<file path="config.mk">
export PLATFORM = sky130hd
export DESIGN_NAME = rgb_hsv_saturation_adjust_flat
export DESIGN_NICKNAME = d
export VERILOG_FILES = /design/src/rtl/core/rhsa_pkg.sv /design/src/rtl/core/rhsa_if.sv /design/src/rtl/core/rhsa_div.sv /design/src/rtl/core/rgb_hsv_saturation_adjust.sv /design/src/flat_wrapper.sv
export SDC_FILE = /design/constraint.sdc
export NUM_CORES = 2
export LEC_CHECK = 0
export ABC_AREA = 1
export BUFFER_PORTS_ARGS = -buffer_cell sky130_fd_sc_hd__buf_2
export CORE_UTILIZATION = 60
export DETAILED_ROUTE_END_ITERATION = 16
export PLACE_DENSITY = 0.73
export SLEW_MARGIN = 20
export SYNTH_ARGS = -nofsm -noshare
export SYNTH_HDL_FRONTEND = slang
export SYNTH_HIERARCHICAL = 1
export SYNTH_SLANG_ARGS = --single-unit
</file>
<file path="constraint.sdc">
create_clock -name clk -period 31.3 [get_ports clk]
set_input_delay 6.26 -clock clk [delete_from_list [all_inputs] [get_ports clk]]
set_output_delay 6.26 -clock clk [all_outputs]
set_load 0.05 [all_outputs]
</file>
<file path="src/rtl/core/rhsa_pkg.sv">
// Shared constants and types for the RGB/HSV saturation adjust block.
// No dependencies; every other file in rtl/core depends on this package.
package rhsa_pkg;

  localparam int CHANNEL_BITS_DEF  = 8;
  localparam int HUE_FRAC_BITS_DEF = 6;

  localparam int SECTOR_DEG = 60;
  localparam int SAT_W      = 13;
  localparam int SAT_FRAC   = 12;
  localparam int SAT_ONE    = 4096;
  localparam int GAIN_W     = 12;
  localparam int GAIN_FRAC  = 8;
  localparam int GAIN_RESET = 256;
  localparam int HUE_OUT_W  = 15;

  localparam int APB_AW = 3;
  localparam int APB_DW = 32;

  // quotient bits resolved per divider stage
  localparam int DIV_STEPS = 4;

  typedef enum logic [1:0] {MAX_RED, MAX_GREEN, MAX_BLUE} max_ch_t;

  typedef enum logic [2:0] {
    SEC_RY, SEC_YG, SEC_GC, SEC_CB, SEC_BM, SEC_MR
  } hue_sector_t;

  typedef enum logic [0:0] {REG_SAT_GAIN = 1'b0} reg_idx_t;

endpackage

</file>
<file path="src/rtl/core/rhsa_if.sv">
// Valid/ready stream interfaces for input pixels and adjusted results.
// Depends on rhsa_pkg for field widths.
interface rhsa_in_if #(parameter int CB = rhsa_pkg::CHANNEL_BITS_DEF);
  logic          valid;
  logic          ready;
  logic [CB-1:0] red_in;
  logic [CB-1:0] green_in;
  logic [CB-1:0] blue_in;
  modport source(output valid, red_in, green_in, blue_in, input ready);
  modport sink(input valid, red_in, green_in, blue_in, output ready);
endinterface

interface rhsa_out_if #(parameter int CB = rhsa_pkg::CHANNEL_BITS_DEF);
  logic                           valid;
  logic                           ready;
  logic [rhsa_pkg::HUE_OUT_W-1:0] hue_out;
  logic [rhsa_pkg::SAT_W-1:0]     sat_out;
  logic [CB-1:0]                  value_out;
  logic [CB-1:0]                  red_out;
  logic [CB-1:0]                  green_out;
  logic [CB-1:0]                  blue_out;
  modport source(output valid, hue_out, sat_out, value_out, red_out, green_out, blue_out,
                 input ready);
  modport sink(input valid, hue_out, sat_out, value_out, red_out, green_out, blue_out,
               output ready);
endinterface

</file>
<file path="src/rtl/core/rhsa_div.sv">
// Pipelined restoring divider, DIV_STEPS quotient bits per stage.
// Depends on rhsa_pkg; caller guarantees the quotient fits in QP bits.
module rhsa_div #(
  parameter int DW = 8,
  parameter int QP = 16
) (
  input  logic                            clk,
  input  logic [QP/rhsa_pkg::DIV_STEPS-1:0] en,
  input  logic [DW+QP-1:0]                num,
  input  logic [DW-1:0]                   den,
  output logic [QP-1:0]                   quot
);
  import rhsa_pkg::*;

  localparam int ST = QP / DIV_STEPS;

  logic [DW-1:0] a_r [ST];
  logic [QP-1:0] q_r [ST];
  logic [DW-1:0] d_r [ST];

  for (genvar s = 0; s < ST; s++) begin : g_stage
    logic [DW-1:0] a_in;
    logic [QP-1:0] q_in;
    logic [DW-1:0] a_nx;
    logic [QP-1:0] q_nx;
    logic [DW-1:0] d_in;

    if (s == 0) begin : g_first
      assign a_in = num[DW+QP-1:QP];
      assign q_in = num[QP-1:0];
      assign d_in = den;
    end else begin : g_next
      assign a_in = a_r[s-1];
      assign q_in = q_r[s-1];
      assign d_in = d_r[s-1];
    end

    always_comb begin
      logic [DW:0]   a;
      logic [QP-1:0] q;
      a = {1'b0, a_in};
      q = q_in;
      for (int i = 0; i < DIV_STEPS; i++) begin
        // shift one numerator bit into the partial remainder
        a = {a[DW-1:0], q[QP-1]};
        q = {q[QP-2:0], 1'b0};
        if (a >= {1'b0, d_in}) begin
          a    = a - {1'b0, d_in};
          q[0] = 1'b1;
        end
      end
      a_nx = a[DW-1:0];
      q_nx = q;
    end

    always_ff @(posedge clk) begin
      if (en[s]) begin
        a_r[s] <= a_nx;
        q_r[s] <= q_nx;
        d_r[s] <= d_in;
      end
    end
  end

  assign quot = q_r[ST-1];

endmodule

</file>
<file path="src/rtl/core/rgb_hsv_saturation_adjust.sv">
// RGB to HSV conversion with saturation gain and conversion back to RGB.
// Throughput one pixel per cycle while the output is not stalled, set by the
// pipelined divider that resolves four quotient bits per stage.
// Synchronous active-high rst clears all valid bits and loads sat_gain = 1.0.
// Depends on rhsa_pkg, rhsa_if (rhsa_in_if, rhsa_out_if) and rhsa_div.
module rgb_hsv_saturation_adjust #(
  parameter int CHANNEL_BITS  = rhsa_pkg::CHANNEL_BITS_DEF,
  parameter int HUE_FRAC_BITS = rhsa_pkg::HUE_FRAC_BITS_DEF
) (
  input  logic                        clk,
  input  logic                        rst,
  rhsa_in_if.sink                     pix_in,
  rhsa_out_if.source                  pix_out,
  input  logic                        psel,
  input  logic                        penable,
  input  logic                        pwrite,
  input  logic [rhsa_pkg::APB_AW-1:0] paddr,
  input  logic [rhsa_pkg::APB_DW-1:0] pwdata,
  output logic [rhsa_pkg::APB_DW-1:0] prdata,
  output logic                        pready
);
  import rhsa_pkg::*;

  localparam int CB  = CHANNEL_BITS;
  localparam int U   = SECTOR_DEG << HUE_FRAC_BITS;   // hue units per sector
  localparam int UW  = $clog2(U + 1);
  localparam int HW  = $clog2(6 * U);
  localparam int HXW = $clog2(7 * U + 1);
  localparam int HQW = $clog2(2 * U + 1);
  localparam int QW  = (HQW > SAT_W) ? HQW : SAT_W;
  localparam int ST  = (QW + DIV_STEPS - 1) / DIV_STEPS;
  localparam int QP  = ST * DIV_STEPS;
  localparam int DNW = CB + QP;
  localparam int PPW = CB + SAT_W;
  localparam int PW  = PPW + UW;
  localparam int K   = SAT_FRAC + HUE_FRAC_BITS;       // den = 60 * 2^K
  localparam int WW  = CB + 6;
  localparam int SH  = CB + 12;
  localparam int RW  = CB + 7;
  localparam longint RECIP = ((longint'(1) << SH) + SECTOR_DEG - 1) / SECTOR_DEG;
  localparam int NS  = ST + 7;

  // stage positions
  localparam int S_HUE = ST + 1;
  localparam int S_SAT = ST + 2;
  localparam int S_MUL = ST + 3;
  localparam int S_SCL = ST + 4;
  localparam int S_SUM = ST + 5;
  localparam int S_OUT = ST + 6;

  localparam logic [CB-1:0]  MAXC  = '1;
  localparam logic [HXW-1:0] U1_X  = HXW'(U);
  localparam logic [HXW-1:0] U2_X  = HXW'(2 * U);
  localparam logic [HXW-1:0] U4_X  = HXW'(4 * U);
  localparam logic [HXW-1:0] U5_X  = HXW'(5 * U);
  localparam logic [HXW-1:0] U6_X  = HXW'(6 * U);
  localparam logic [HW-1:0]  H1    = HW'(U);
  localparam logic [HW-1:0]  H2    = HW'(2 * U);
  localparam logic [HW-1:0]  H3    = HW'(3 * U);
  localparam logic [HW-1:0]  H4    = HW'(4 * U);
  localparam logic [HW-1:0]  H5    = HW'(5 * U);
  localparam logic [HW-1:0]  H6    = HW'(6 * U);
  localparam logic [SAT_W-1:0] SAT_ONE_V = SAT_W'(SAT_ONE);
  localparam logic [PW:0]    HALF  = (PW + 1)'(longint'(U) << (SAT_FRAC - 1));
  localparam logic [RW-1:0]  RECIP_V = RW'(RECIP);

  // ---------------------------------------------------------------------------
  // Configuration: single gain register, writes land on the access cycle.
  // ---------------------------------------------------------------------------
  logic [GAIN_W-1:0] sat_gain;
  logic              reg_hit;

  assign pready  = 1'b1;
  assign reg_hit = (reg_idx_t'(paddr[APB_AW-1]) == REG_SAT_GAIN);
  assign prdata  = reg_hit ? APB_DW'(sat_gain) : '0;

  always_ff @(posedge clk) begin
    if (rst) begin
      sat_gain <= GAIN_W'(GAIN_RESET);
    end else if (psel && penable && pwrite && pready && reg_hit) begin
      sat_gain <= pwdata[GAIN_W-1:0];
    end
  end

  // ---------------------------------------------------------------------------
  // Pipeline control: each stage advances when empty or when the stage after
  // it advances, so bubbles collapse and a stalled output does not block
  // accepting new pixels until the whole pipe is full.
  // ---------------------------------------------------------------------------
  logic [NS-1:0] v;
  logic [NS-1:0] en;

  always_comb begin
    en[NS-1] = !v[NS-1] || pix_out.ready;
    for (int k = NS - 2; k >= 0; k--) begin
      en[k] = !v[k] || en[k+1];
    end
  end

  always_ff @(posedge clk) begin
    if (rst) begin
      v <= '0;
    end else begin
      if (en[0]) begin
        v[0] <= pix_in.valid;
      end
      for (int k = 1; k < NS; k++) begin
        if (en[k]) begin
          v[k] <= v[k-1];
        end
      end
    end
  end

  assign pix_in.ready  = en[0];
  assign pix_out.valid = v[NS-1];

  // ---------------------------------------------------------------------------
  // Stage 0: max/min, delta, sector numerator, divider operands.
  // ---------------------------------------------------------------------------
  logic [CB-1:0]  c_r, c_g, c_b, c_mx, c_mn, c_dl;
  logic [CB:0]    c_t;
  max_ch_t        c_mch;
  logic [DNW-1:0] c_snum, c_hnum;

  always_comb begin
    c_r = pix_in.red_in;
    c_g = pix_in.green_in;
    c_b = pix_in.blue_in;
    c_mx = c_r;
    c_mn = c_r;
    if (c_g > c_mx) c_mx = c_g;
    if (c_b > c_mx) c_mx = c_b;
    if (c_g < c_mn) c_mn = c_g;
    if (c_b < c_mn) c_mn = c_b;
    c_dl = c_mx - c_mn;
    // red wins ties, then green
    if (c_mx == c_r) begin
      c_mch = MAX_RED;
      c_t   = {1'b0, c_g} + {1'b0, c_dl} - {1'b0, c_b};
    end else if (c_mx == c_g) begin
      c_mch = MAX_GREEN;
      c_t   = {1'b0, c_b} + {1'b0, c_dl} - {1'b0, c_r};
    end else begin
      c_mch = MAX_BLUE;
      c_t   = {1'b0, c_r} + {1'b0, c_dl} - {1'b0, c_g};
    end
    c_snum = (DNW'(c_dl) << SAT_FRAC) + DNW'(c_mx >> 1);
    c_hnum = DNW'(c_t) * DNW'(U) + DNW'(c_dl >> 1);
  end

  logic [CB-1:0]  p0_mx, p0_dl;
  logic [DNW-1:0] p0_snum, p0_hnum;
  max_ch_t        p0_mch;

  always_ff @(posedge clk) begin
    if (en[0]) begin
      p0_mx   <= c_mx;
      p0_dl   <= c_dl;
      p0_snum <= c_snum;
      p0_hnum <= c_hnum;
      p0_mch  <= c_mch;
    end
  end

  // ---------------------------------------------------------------------------
  // Stages 1..ST: two dividers in lockstep (saturation and sector fraction).
  // ---------------------------------------------------------------------------
  logic [QP-1:0] q_sat, q_hue;

  rhsa_div #(.DW(CB), .QP(QP)) u_div_sat (
    .clk  (clk),
    .en   (en[ST:1]),
    .num  (p0_snum),
    .den  (p0_mx),
    .quot (q_sat)
  );

  rhsa_div #(.DW(CB), .QP(QP)) u_div_hue (
    .clk  (clk),
    .en   (en[ST:1]),
    .num  (p0_hnum),
    .den  (p0_dl),
    .quot (q_hue)
  );

  logic [CB-1:0] sb_mx  [ST+1];
  logic          sb_dnz [ST+1];
  max_ch_t       sb_mch [ST+1];

  assign sb_mx[0]  = p0_mx;
  assign sb_dnz[0] = (p0_dl != '0);
  assign sb_mch[0] = p0_mch;

  for (genvar k = 1; k <= ST; k++) begin : g_side
    always_ff @(posedge clk) begin
      if (en[k]) begin
        sb_mx[k]  <= sb_mx[k-1];
        sb_dnz[k] <= sb_dnz[k-1];
        sb_mch[k] <= sb_mch[k-1];
      end
    end
  end

  // ---------------------------------------------------------------------------
  // Hue assembly: add sector base, rotate by one sector, wrap into 0..6U-1.
  // Grey pixels force hue and saturation to zero.
  // ---------------------------------------------------------------------------
  logic [HXW-1:0]   hx_sum, hx_hue, hx_base;
  logic [HW-1:0]    h_hue;
  logic [SAT_W-1:0] h_sat;
  logic [CB-1:0]    h_mx;

  always_comb begin
    case (sb_mch[ST])
      MAX_RED:   hx_base = '0;
      MAX_GREEN: hx_base = U2_X;
      MAX_BLUE:  hx_base = U4_X;
      default:   hx_base = '0;
    endcase
    hx_sum = hx_base + HXW'(q_hue);
    if (hx_sum < U1_X) begin
      hx_hue = hx_sum + U5_X;
    end else begin
      hx_hue = hx_sum - U1_X;
    end
    if (hx_hue >= U6_X) begin
      hx_hue = hx_hue - U6_X;
    end
  end

  always_ff @(posedge clk) begin
    if (en[S_HUE]) begin
      h_hue <= sb_dnz[ST] ? HW'(hx_hue) : '0;
      h_sat <= sb_dnz[ST] ? SAT_W'(q_sat) : '0;
      h_mx  <= sb_mx[ST];
    end
  end

  // ---------------------------------------------------------------------------
  // Gain and sector decode: s2 = min(1.0, sat * gain), fraction within sector.
  // ---------------------------------------------------------------------------
  logic [SAT_W+GAIN_W:0]       g_prod;
  logic [SAT_W+GAIN_W-GAIN_FRAC:0] g_s2w;
  logic [SAT_W-1:0]            g_s2;
  hue_sector_t                 g_sec;
  logic [HW-1:0]               g_f;

  always_comb begin
    g_prod = (SAT_W + GAIN_W + 1)'(h_sat) * (SAT_W + GAIN_W + 1)'(sat_gain)
           + (SAT_W + GAIN_W + 1)'(1 << (GAIN_FRAC - 1));
    g_s2w  = g_prod[SAT_W+GAIN_W:GAIN_FRAC];
    g_s2   = (g_s2w > (SAT_W + GAIN_W - GAIN_FRAC + 1)'(SAT_ONE)) ? SAT_ONE_V
                                                                  : SAT_W'(g_s2w);
    // odd sectors count the fraction down from the sector end
    if (h_hue < H1) begin
      g_sec = SEC_RY;
      g_f   = h_hue;
    end else if (h_hue < H2) begin
      g_sec = SEC_YG;
      g_f   = H2 - h_hue;
    end else if (h_hue < H3) begin
      g_sec = SEC_GC;
      g_f   = h_hue - H2;
    end else if (h_hue < H4) begin
      g_sec = SEC_CB;
      g_f   = H4 - h_hue;
    end else if (h_hue < H5) begin
      g_sec = SEC_BM;
      g_f   = h_hue - H4;
    end else begin
      g_sec = SEC_MR;
      g_f   = H6 - h_hue;
    end
  end

  logic [SAT_W-1:0] s_s2, s_sat;
  logic [HW-1:0]    s_hue;
  logic [UW-1:0]    s_ff;
  hue_sector_t      s_sec;
  logic [CB-1:0]    s_mx;

  always_ff @(posedge clk) begin
    if (en[S_SAT]) begin
      s_s2  <= g_s2;
      s_ff  <= UW'(g_f);
      s_sec <= g_sec;
      s_hue <= h_hue;
      s_sat <= h_sat;
      s_mx  <= h_mx;
    end
  end

  // ---------------------------------------------------------------------------
  // v * s2 and v * (1 - s2).
  // ---------------------------------------------------------------------------
  logic [PPW-1:0]   m_p, m_n;
  logic [UW-1:0]    m_ff;
  hue_sector_t      m_sec;
  logic [HW-1:0]    m_hue;
  logic [SAT_W-1:0] m_sat;
  logic [CB-1:0]    m_mx;

  always_ff @(posedge clk) begin
    if (en[S_MUL]) begin
      m_p   <= PPW'(s_mx) * PPW'(s_s2);
      m_n   <= PPW'(s_mx) * PPW'(SAT_ONE_V - s_s2);
      m_ff  <= s_ff;
      m_sec <= s_sec;
      m_hue <= s_hue;
      m_sat <= s_sat;
      m_mx  <= s_mx;
    end
  end

  // ---------------------------------------------------------------------------
  // Chroma, intermediate and offset in units of 1/(4096*U).
  // ---------------------------------------------------------------------------
  logic [PW-1:0]    k_c, k_x, k_m;
  hue_sector_t      k_sec;
  logic [HW-1:0]    k_hue;
  logic [SAT_W-1:0] k_sat;
  logic [CB-1:0]    k_mx;

  always_ff @(posedge clk) begin
    if (en[S_SCL]) begin
      k_c   <= PW'(m_p) * PW'(U);
      k_x   <= PW'(m_p) * PW'(m_ff);
      k_m   <= PW'(m_n) * PW'(U);
      k_sec <= m_sec;
      k_hue <= m_hue;
      k_sat <= m_sat;
      k_mx  <= m_mx;
    end
  end

  // ---------------------------------------------------------------------------
  // Per-channel sum, add half the denominator, drop the power-of-two part.
  // ---------------------------------------------------------------------------
  logic [PW-1:0] a_r, a_g, a_b;
  logic [PW:0]   t_r, t_g, t_b;

  always_comb begin
    case (k_sec)
      SEC_RY: begin a_r = k_c; a_g = k_x; a_b = '0;  end
      SEC_YG: begin a_r = k_x; a_g = k_c; a_b = '0;  end
      SEC_GC: begin a_r = '0;  a_g = k_c; a_b = k_x; end
      SEC_CB: begin a_r = '0;  a_g = k_x; a_b = k_c; end
      SEC_BM: begin a_r = k_x; a_g = '0;  a_b = k_c; end
      default: begin a_r = k_c; a_g = '0; a_b = k_x; end
    endcase
    t_r = {1'b0, k_m} + {1'b0, a_r} + HALF;
    t_g = {1'b0, k_m} + {1'b0, a_g} + HALF;
    t_b = {1'b0, k_m} + {1'b0, a_b} + HALF;
  end

  logic [WW-1:0]    w_r, w_g, w_b;
  logic [HW-1:0]    w_hue;
  logic [SAT_W-1:0] w_sat;
  logic [CB-1:0]    w_mx;

  always_ff @(posedge clk) begin
    if (en[S_SUM]) begin
      w_r   <= WW'(t_r >> K);
      w_g   <= WW'(t_g >> K);
      w_b   <= WW'(t_b >> K);
      w_hue <= k_hue;
      w_sat <= k_sat;
      w_mx  <= k_mx;
    end
  end

  // ---------------------------------------------------------------------------
  // Divide by 60 through an exact reciprocal, clamp, register outputs.
  // ---------------------------------------------------------------------------
  logic [WW+RW-1:0] d_r, d_g, d_b;
  logic [CB:0]      o_qr, o_qg, o_qb;

  always_comb begin
    d_r  = (WW + RW)'(w_r) * (WW + RW)'(RECIP_V);
    d_g  = (WW + RW)'(w_g) * (WW + RW)'(RECIP_V);
    d_b  = (WW + RW)'(w_b) * (WW + RW)'(RECIP_V);
    o_qr = (CB + 1)'(d_r >> SH);
    o_qg = (CB + 1)'(d_g >> SH);
    o_qb = (CB + 1)'(d_b >> SH);
  end

  logic [HW-1:0]    o_hue;
  logic [SAT_W-1:0] o_sat;
  logic [CB-1:0]    o_mx, o_r, o_g, o_b;

  always_ff @(posedge clk) begin
    if (en[S_OUT]) begin
      o_r   <= (o_qr > {1'b0, MAXC}) ? MAXC : o_qr[CB-1:0];
      o_g   <= (o_qg > {1'b0, MAXC}) ? MAXC : o_qg[CB-1:0];
      o_b   <= (o_qb > {1'b0, MAXC}) ? MAXC : o_qb[CB-1:0];
      o_hue <= w_hue;
      o_sat <= w_sat;
      o_mx  <= w_mx;
    end
  end

  assign pix_out.hue_out   = HUE_OUT_W'(o_hue);
  assign pix_out.sat_out   = o_sat;
  assign pix_out.value_out = o_mx;
  assign pix_out.red_out   = o_r;
  assign pix_out.green_out = o_g;
  assign pix_out.blue_out  = o_b;

  // ---------------------------------------------------------------------------
  // Assertions
  // ---------------------------------------------------------------------------
  // hold a stalled item in every stage
  for (genvar k = 0; k < NS; k++) begin : g_hold_chk
    a_stage_hold: assert property (@(posedge clk) disable iff (rst)
      (v[k] && !en[k]) |=> v[k])
      else $error("pipeline stage dropped a stalled item");
  end

  a_sat_range: assert property (@(posedge clk) disable iff (rst)
    pix_out.valid |-> (o_sat <= SAT_ONE_V))
    else $error("saturation above 1.0");

  a_hue_range: assert property (@(posedge clk) disable iff (rst)
    pix_out.valid |-> (o_hue < H6))
    else $error("hue not wrapped below 360 degrees");

  a_grey: assert property (@(posedge clk) disable iff (rst)
    (pix_out.valid && o_sat == '0) |->
      (o_r == o_mx && o_g == o_mx && o_b == o_mx))
    else $error("grey pixel did not come back grey");

endmodule

</file>
<file path="src/flat_wrapper.sv">
// flat-port wrapper written by rule: the top's interface ports become plain ports
module rgb_hsv_saturation_adjust_flat import rhsa_pkg::*;
#(
  parameter int CHANNEL_BITS  = rhsa_pkg::CHANNEL_BITS_DEF,
  parameter int HUE_FRAC_BITS = rhsa_pkg::HUE_FRAC_BITS_DEF
)
  (clk, rst, psel, penable, pwrite, paddr, pwdata, prdata, pready, pix_in_valid, pix_in_red_in, pix_in_green_in, pix_in_blue_in, pix_in_ready, pix_out_valid, pix_out_hue_out, pix_out_sat_out, pix_out_value_out, pix_out_red_out, pix_out_green_out, pix_out_blue_out, pix_out_ready);
  rhsa_in_if pix_in_i ();
  rhsa_out_if pix_out_i ();
  input  logic clk;
  input  logic rst;
  input  logic psel;
  input  logic penable;
  input  logic pwrite;
  input  logic [rhsa_pkg::APB_AW-1:0] paddr;
  input  logic [rhsa_pkg::APB_DW-1:0] pwdata;
  output logic [rhsa_pkg::APB_DW-1:0] prdata;
  output logic pready;
  input wire logic [$bits(pix_in_i.valid)-1:0] pix_in_valid;
  input wire logic [$bits(pix_in_i.red_in)-1:0] pix_in_red_in;
  input wire logic [$bits(pix_in_i.green_in)-1:0] pix_in_green_in;
  input wire logic [$bits(pix_in_i.blue_in)-1:0] pix_in_blue_in;
  output wire logic [$bits(pix_in_i.ready)-1:0] pix_in_ready;
  output wire logic [$bits(pix_out_i.valid)-1:0] pix_out_valid;
  output wire logic [$bits(pix_out_i.hue_out)-1:0] pix_out_hue_out;
  output wire logic [$bits(pix_out_i.sat_out)-1:0] pix_out_sat_out;
  output wire logic [$bits(pix_out_i.value_out)-1:0] pix_out_value_out;
  output wire logic [$bits(pix_out_i.red_out)-1:0] pix_out_red_out;
  output wire logic [$bits(pix_out_i.green_out)-1:0] pix_out_green_out;
  output wire logic [$bits(pix_out_i.blue_out)-1:0] pix_out_blue_out;
  input wire logic [$bits(pix_out_i.ready)-1:0] pix_out_ready;
  assign pix_in_i.valid = pix_in_valid;
  assign pix_in_i.red_in = pix_in_red_in;
  assign pix_in_i.green_in = pix_in_green_in;
  assign pix_in_i.blue_in = pix_in_blue_in;
  assign pix_in_ready = pix_in_i.ready;
  assign pix_out_valid = pix_out_i.valid;
  assign pix_out_hue_out = pix_out_i.hue_out;
  assign pix_out_sat_out = pix_out_i.sat_out;
  assign pix_out_value_out = pix_out_i.value_out;
  assign pix_out_red_out = pix_out_i.red_out;
  assign pix_out_green_out = pix_out_i.green_out;
  assign pix_out_blue_out = pix_out_i.blue_out;
  assign pix_out_i.ready = pix_out_ready;
  rgb_hsv_saturation_adjust #(.CHANNEL_BITS(CHANNEL_BITS), .HUE_FRAC_BITS(HUE_FRAC_BITS)) u_core (.clk(clk), .rst(rst), .pix_in(pix_in_i), .pix_out(pix_out_i), .psel(psel), .penable(penable), .pwrite(pwrite), .paddr(paddr), .pwdata(pwdata), .prdata(prdata), .pready(pready));
endmodule
</file>
======== Yosys cells after proc, flatten, opt, wreduce, memory -nomap -nowiden ========
Memories as Yosys holds them, arrays and structs flattened. A register that Yosys moved wholly into a read port is not among the register bits.
Cells that the tools add are included.
cells by class
  multipliers ............................. 10
  equality and inequality tests ........... 8
  bitwise operators ....................... 1
  $lt $le $gt $ge ......................... 47
  reductions and logical operators ........ 36
  $add $sub $neg .......................... 58
  multiplexer cells ....................... 95
operators with widths
  operator                                                      count
  2-to-1 mux 8 bit                                              36
  greater-or-equal comparator 9 x 8 -> 1 bit                    30
  subtractor 8 bit                                              31
  case mux 32 bit (2 select lines)                              3
  adder 32 x 23 -> 32 bit, second input constant                3
  adder 32 bit                                                  3
  multiplier 14 x 15 -> 29 bit, second input constant           3
  2-to-1 mux 12 bit                                             6
  multiplier 21 x 4 -> 24 bit, second input constant            2
  2-to-1 mux 1 bit                                              42
  subtractor 12 bit, first input constant                       3
  multiplier 21 x 12 -> 32 bit                                  1
  less-than comparator 15 x 12 -> 1 bit, second input constant  2
  less-than comparator 15 x 14 -> 1 bit, second input constant  2
  2-to-1 mux 15 bit                                             2
  case mux 14 bit (2 select lines)                              1
  adder 8 x 8 -> 9 bit                                          3
  > comparator 9 x 8 -> 1 bit, second input constant            3
  subtractor 9 x 8 -> 9 bit                                     3
  adder 25 x 8 -> 26 bit, second input constant                 1
  multiplier 13 x 12 -> 25 bit                                  1
  subtractor 12 bit, second input constant                      2
  adder 21 x 7 -> 22 bit                                        1
  adder 20 x 7 -> 21 bit                                        1
  other kinds (34)                                              70
word-level totals
  bits in registers ....................... 565
  memories ................................ 6
  logic and storage cells ................. 326
  input port bits ......................... 66
  memory bits (writable) .................. 256
  output and inout bits ................... 95
memories
  name                  words  bits a word  read ports  clocked after Yosys merged registers in  wr ports  line            source
  u_core.u_div_hue.q_r  4      16           4           0                                        4         rhsa_div.sv:18  logic [QP-1:0] q_r [ST];
  u_core.u_div_sat.q_r  4      16           4           1                                        4         rhsa_div.sv:18
  u_core.u_div_hue.a_r  4      8            3           0                                        4         rhsa_div.sv:17  logic [DW-1:0] a_r [ST];
  u_core.u_div_hue.d_r  4      8            3           0                                        4         rhsa_div.sv:19  logic [DW-1:0] d_r [ST];
  u_core.u_div_sat.a_r  4      8            3           0                                        4         rhsa_div.sv:17
  u_core.u_div_sat.d_r  4      8            3           0                                        4         rhsa_div.sv:19

======== Longest topological paths before layout ========
  depth after elaboration ................. 13
  gate-level depth with buffers ........... 57
  depth with buffers taken out ............ 56

======== Cells and area by module ========
Netlist, hierarchy kept.
by module, submodules not included
  module                        area each (sq um)  cells each  seq. area each (sq um)  instances
  rgb_hsv_saturation_adjust     55,929.9           5,939       15,865.2                1
  rhsa_div at u_core.u_div_hue  10,752.8           1,337       3,363.2                 1
  rhsa_div at u_core.u_div_sat  10,578.9           1,341       3,363.2                 1

======== Worst setup path after synthesis ========
OpenSTA, ideal clock, no wires.
  kind .................................... input to output
  start point ............................. input port pix_out_ready
  end point ............................... output port pix_in_ready
  data required time ...................... 25,040 ps
  path buffers ............................ 0
  setup slack ............................. 3,811 ps
  data arrival time ....................... 21,229 ps
  stages on the path ...................... 20
  path through ............................ nor2_1 -> inv_1 -> nor2_1 -> inv_1 -> nor2_1 -> inv_1 -> nor2_1 -> inv_1 -> nor2_1 -> inv_1 -> nor2_1 -> inv_1 -> nor2_1 -> inv_1 -> nor2_1 -> inv_1 -> nor2_1 -> inv_1 -> nor2_1 -> nand2_1
on the way
  word-level cells in the longest chain between the ends .. 11
RTL lines
  element                        line                             source
  from (decl)                    flat_wrapper.sv:31               input wire logic [$bits(pix_out_i.ready)-1:0] pix_out_ready;
  logical OR 1 bit               rgb_hsv_saturation_adjust.sv:94  en[NS-1] = !v[NS-1] || pix_out.ready;
  named net u_core.en[10]        rgb_hsv_saturation_adjust.sv:91  logic [NS-1:0] en;
  logical OR 1 bit               rgb_hsv_saturation_adjust.sv:96  en[k] = !v[k] || en[k+1];
  named net u_core.en[9]         rgb_hsv_saturation_adjust.sv:91
  logical OR 1 bit               rgb_hsv_saturation_adjust.sv:96
  named net u_core.en[8]         rgb_hsv_saturation_adjust.sv:91
  logical OR 1 bit               rgb_hsv_saturation_adjust.sv:96
  named net u_core.en[7]         rgb_hsv_saturation_adjust.sv:91
  [... 1 more ...]               -
  named net u_core.en[6]         rgb_hsv_saturation_adjust.sv:91
  [... 1 more ...]               -
  named net u_core.en[5]         rgb_hsv_saturation_adjust.sv:91
  logical OR 1 bit               rgb_hsv_saturation_adjust.sv:96
  named net u_core.en[4]         rgb_hsv_saturation_adjust.sv:91
  logical OR 1 bit               rgb_hsv_saturation_adjust.sv:96
  named net u_core.en[3]         rgb_hsv_saturation_adjust.sv:91
  logical OR 1 bit               rgb_hsv_saturation_adjust.sv:96
  named net u_core.en[2]         rgb_hsv_saturation_adjust.sv:91
  logical OR 1 bit (2 in a row)  rgb_hsv_saturation_adjust.sv:96
  to (decl)                      flat_wrapper.sv:23               output wire logic [$bits(pix_in_i.ready)-1:0] pix_in_ready;
The timed path passes the listed nets, and every way through them passes these cells.

======== Worst setup path in the final report ========
Ends and elaborated chain as after synthesis.

==> reports/qor.yml <==
placed_design:
  place_congestion: 0.9305
  hpwlAfterDp_um: 136600
  io_buffers: 117
layout:
  final_common_cell: "nand2_1"
  multi_input_area_mm2: 0.04738
  n_fill_cell: 10320
  final_cell_mix: "nand2_1, inv_1, ha_1"
  area_growth_pct: 6.287
  n_antenna_cell: 0
  nets: 10410
  drive_gt1_frac: 0.05676
  regArea_mm2: 0.02211
clocking:
  clock_sinks: 744
  path_clk_slew_ns: 0.06
  holdBufCountCts: 0
  ctsResizeCount: 0
  post_cts_buffers: 0
  h-tree-depth: 3
  cts_root_buf: "clkbuf_16"
  clk_latency_ns: 0.69
  cts_buffer_depth: 3
  cts_made_buffers: 85
  tritoncts: "done"
yosys:
  yosys_warnings: 6
  syn_area_mm2: 0.07678
  syn_inst: 8601
  synth_area_per_cell_um2: 8.927
route:
  drc: 0
  vias: 56930
  dr.pass1.iters: 6
  routed_via_density: 5.471
  drt_iter0_drc: 3518
  ant_nets: 0
  post_drt_wl_per_cell_um: 16.54
  routed_wl_um: 172200
worst_setup_path:
  path_common_cell: "nor2_1"
  path_max_fanout: 41
  crit_buf_inv: 14
  critical-path-max-stage-delay_ns: 0.45
  crit_required_ns: 25.04
  slowest_stage: "buf_4"
  cpLargestDelayFamily: "buffers and inverters"
  critPathArrivalTime_ns: 11.18
  critical_path_class: "primary input to output port"
  worstSetupStartpointType: "primary input"
  worstSetupEndpointType: "output port"
sta:
  finalSetupViolations: 0
  fin_crit_sh: 0.5572
  worst_slew_pin_slew_ns: 1.095
  hold_viol: 0
  rsz0062_at_grt: "false"
  post-route-min-period_ns: 17.44
  setup_tns_ns: 0
  fin_worst_skew_ns: 0.03999
  max_clock_freq_ghz: 0.05734
  relSlewSlack: 0.2703
  slew_viol_final: 0
floorplanning:
  die_h_um: 359.7
  rows: 130
  pin_count: 161
  chipWidth_um: 359.7
  dieArea_mm2: 0.1294
  start_util: 0.6083
  core_mm2: 0.1262
global_route:
  grt_max_degree: 77
  grt_pass1_vias: 56910
  grt_pass1_wl_um: 282600
  grt_usage: 0.2682
  antenna_found_initial: 2
  grt_overflow: 0
worst_hold_path:
  hp-class: "flip-flop to flip-flop"
run:
  maxCapViolCount: 0
outcome:
  status: "finished clean"
worst register-to-register path: cells and delay by family, from the launching register on:
kind,cells,cell delay (ns)
compound gates,15,2.84
flops,1,0.36
buf+inv,2,0.38
simple gates,19,2.68
fa+ha+maj,4,1.29
registers in the layout, summed over array words and instances (netlist names), 14 cells and up:
signal,flops
u_core/u_div_hue/q_r,60
u_core/u_div_sat/q_r,52
u_core/sb_mx,32
u_core/k_m,24
u_core/k_x,24
u_core/u_div_hue/a_r,24
u_core/u_div_hue/d_r,24
u_core/u_div_sat/a_r,24
u_core/u_div_sat/d_r,24
u_core/k_c,23
u_core/m_p,21
u_core/m_n,20
u_core/h_hue,15
u_core/k_hue,15
u_core/pix_out.hue_out,15
u_core/s_hue,15
u_core/w_hue,15
u_core/m_hue,14
u_core/p0_hnum,14
u_core/w_b,14
u_core/w_g,14
u_core/w_r,14
stage by stage:
stage	setup WS [ns]	util	cells	hold slack [ns]	instance area (um^2)
2_1_floorplan	4.054	-	8641	0.4003	76930
3_3_place_gp	13.93	0.6247	10250	0.4004	78850
3_5_place_dp	13.67	0.6247	10250	0.4045	78850
4_1_cts	13.68	0.6465	10410	0.4020	81610
5_1_grt	13.32	0.6466	10410	0.4124	81610
6_report	13.86	0.6466	10410	0.3987	81610
per-layer routing:
layer,GRT usage,routed length (um),up-vias
li1,-,-,27830
met1,0.3517,73570,27310
met2,0.4666,85090,1494
met3,0.02845,8304,303
met4,0.08296,5197,0
met5,0,0,-
layout make-up:
cell class                      count  share of cell area
Clock buffer                       96             0.02669
Clock inverter                     57            0.007114
Timing Repair Buffer              138            0.009107
Tap cell                         1650             0.02530
Sequential cell                   744              0.2709
Multi-Input combinational cell   5979              0.5806
Inverter                         1742             0.08026
final timing paths:
kind | from | end | slack (ns) | cells past startpoint
worst max-delay path | pix_out_ready | pix_in_ready | 13.86 | 25
worst min-delay path | u_core/m_hue[7] | u_core/k_hue[7] | 0.40 | 0
worst min register to register | u_core/m_hue[7] | u_core/k_hue[7] | 0.40 | 0
worst max register to register | u_core/u_div_sat/d_r[2][2] | u_core/u_div_sat/q_r[3][0] | 23.50 | 40
Power is left out: the tool's default activity adds up to more than one toggle a clock period on the data nets, which glitch-free logic cannot reach.
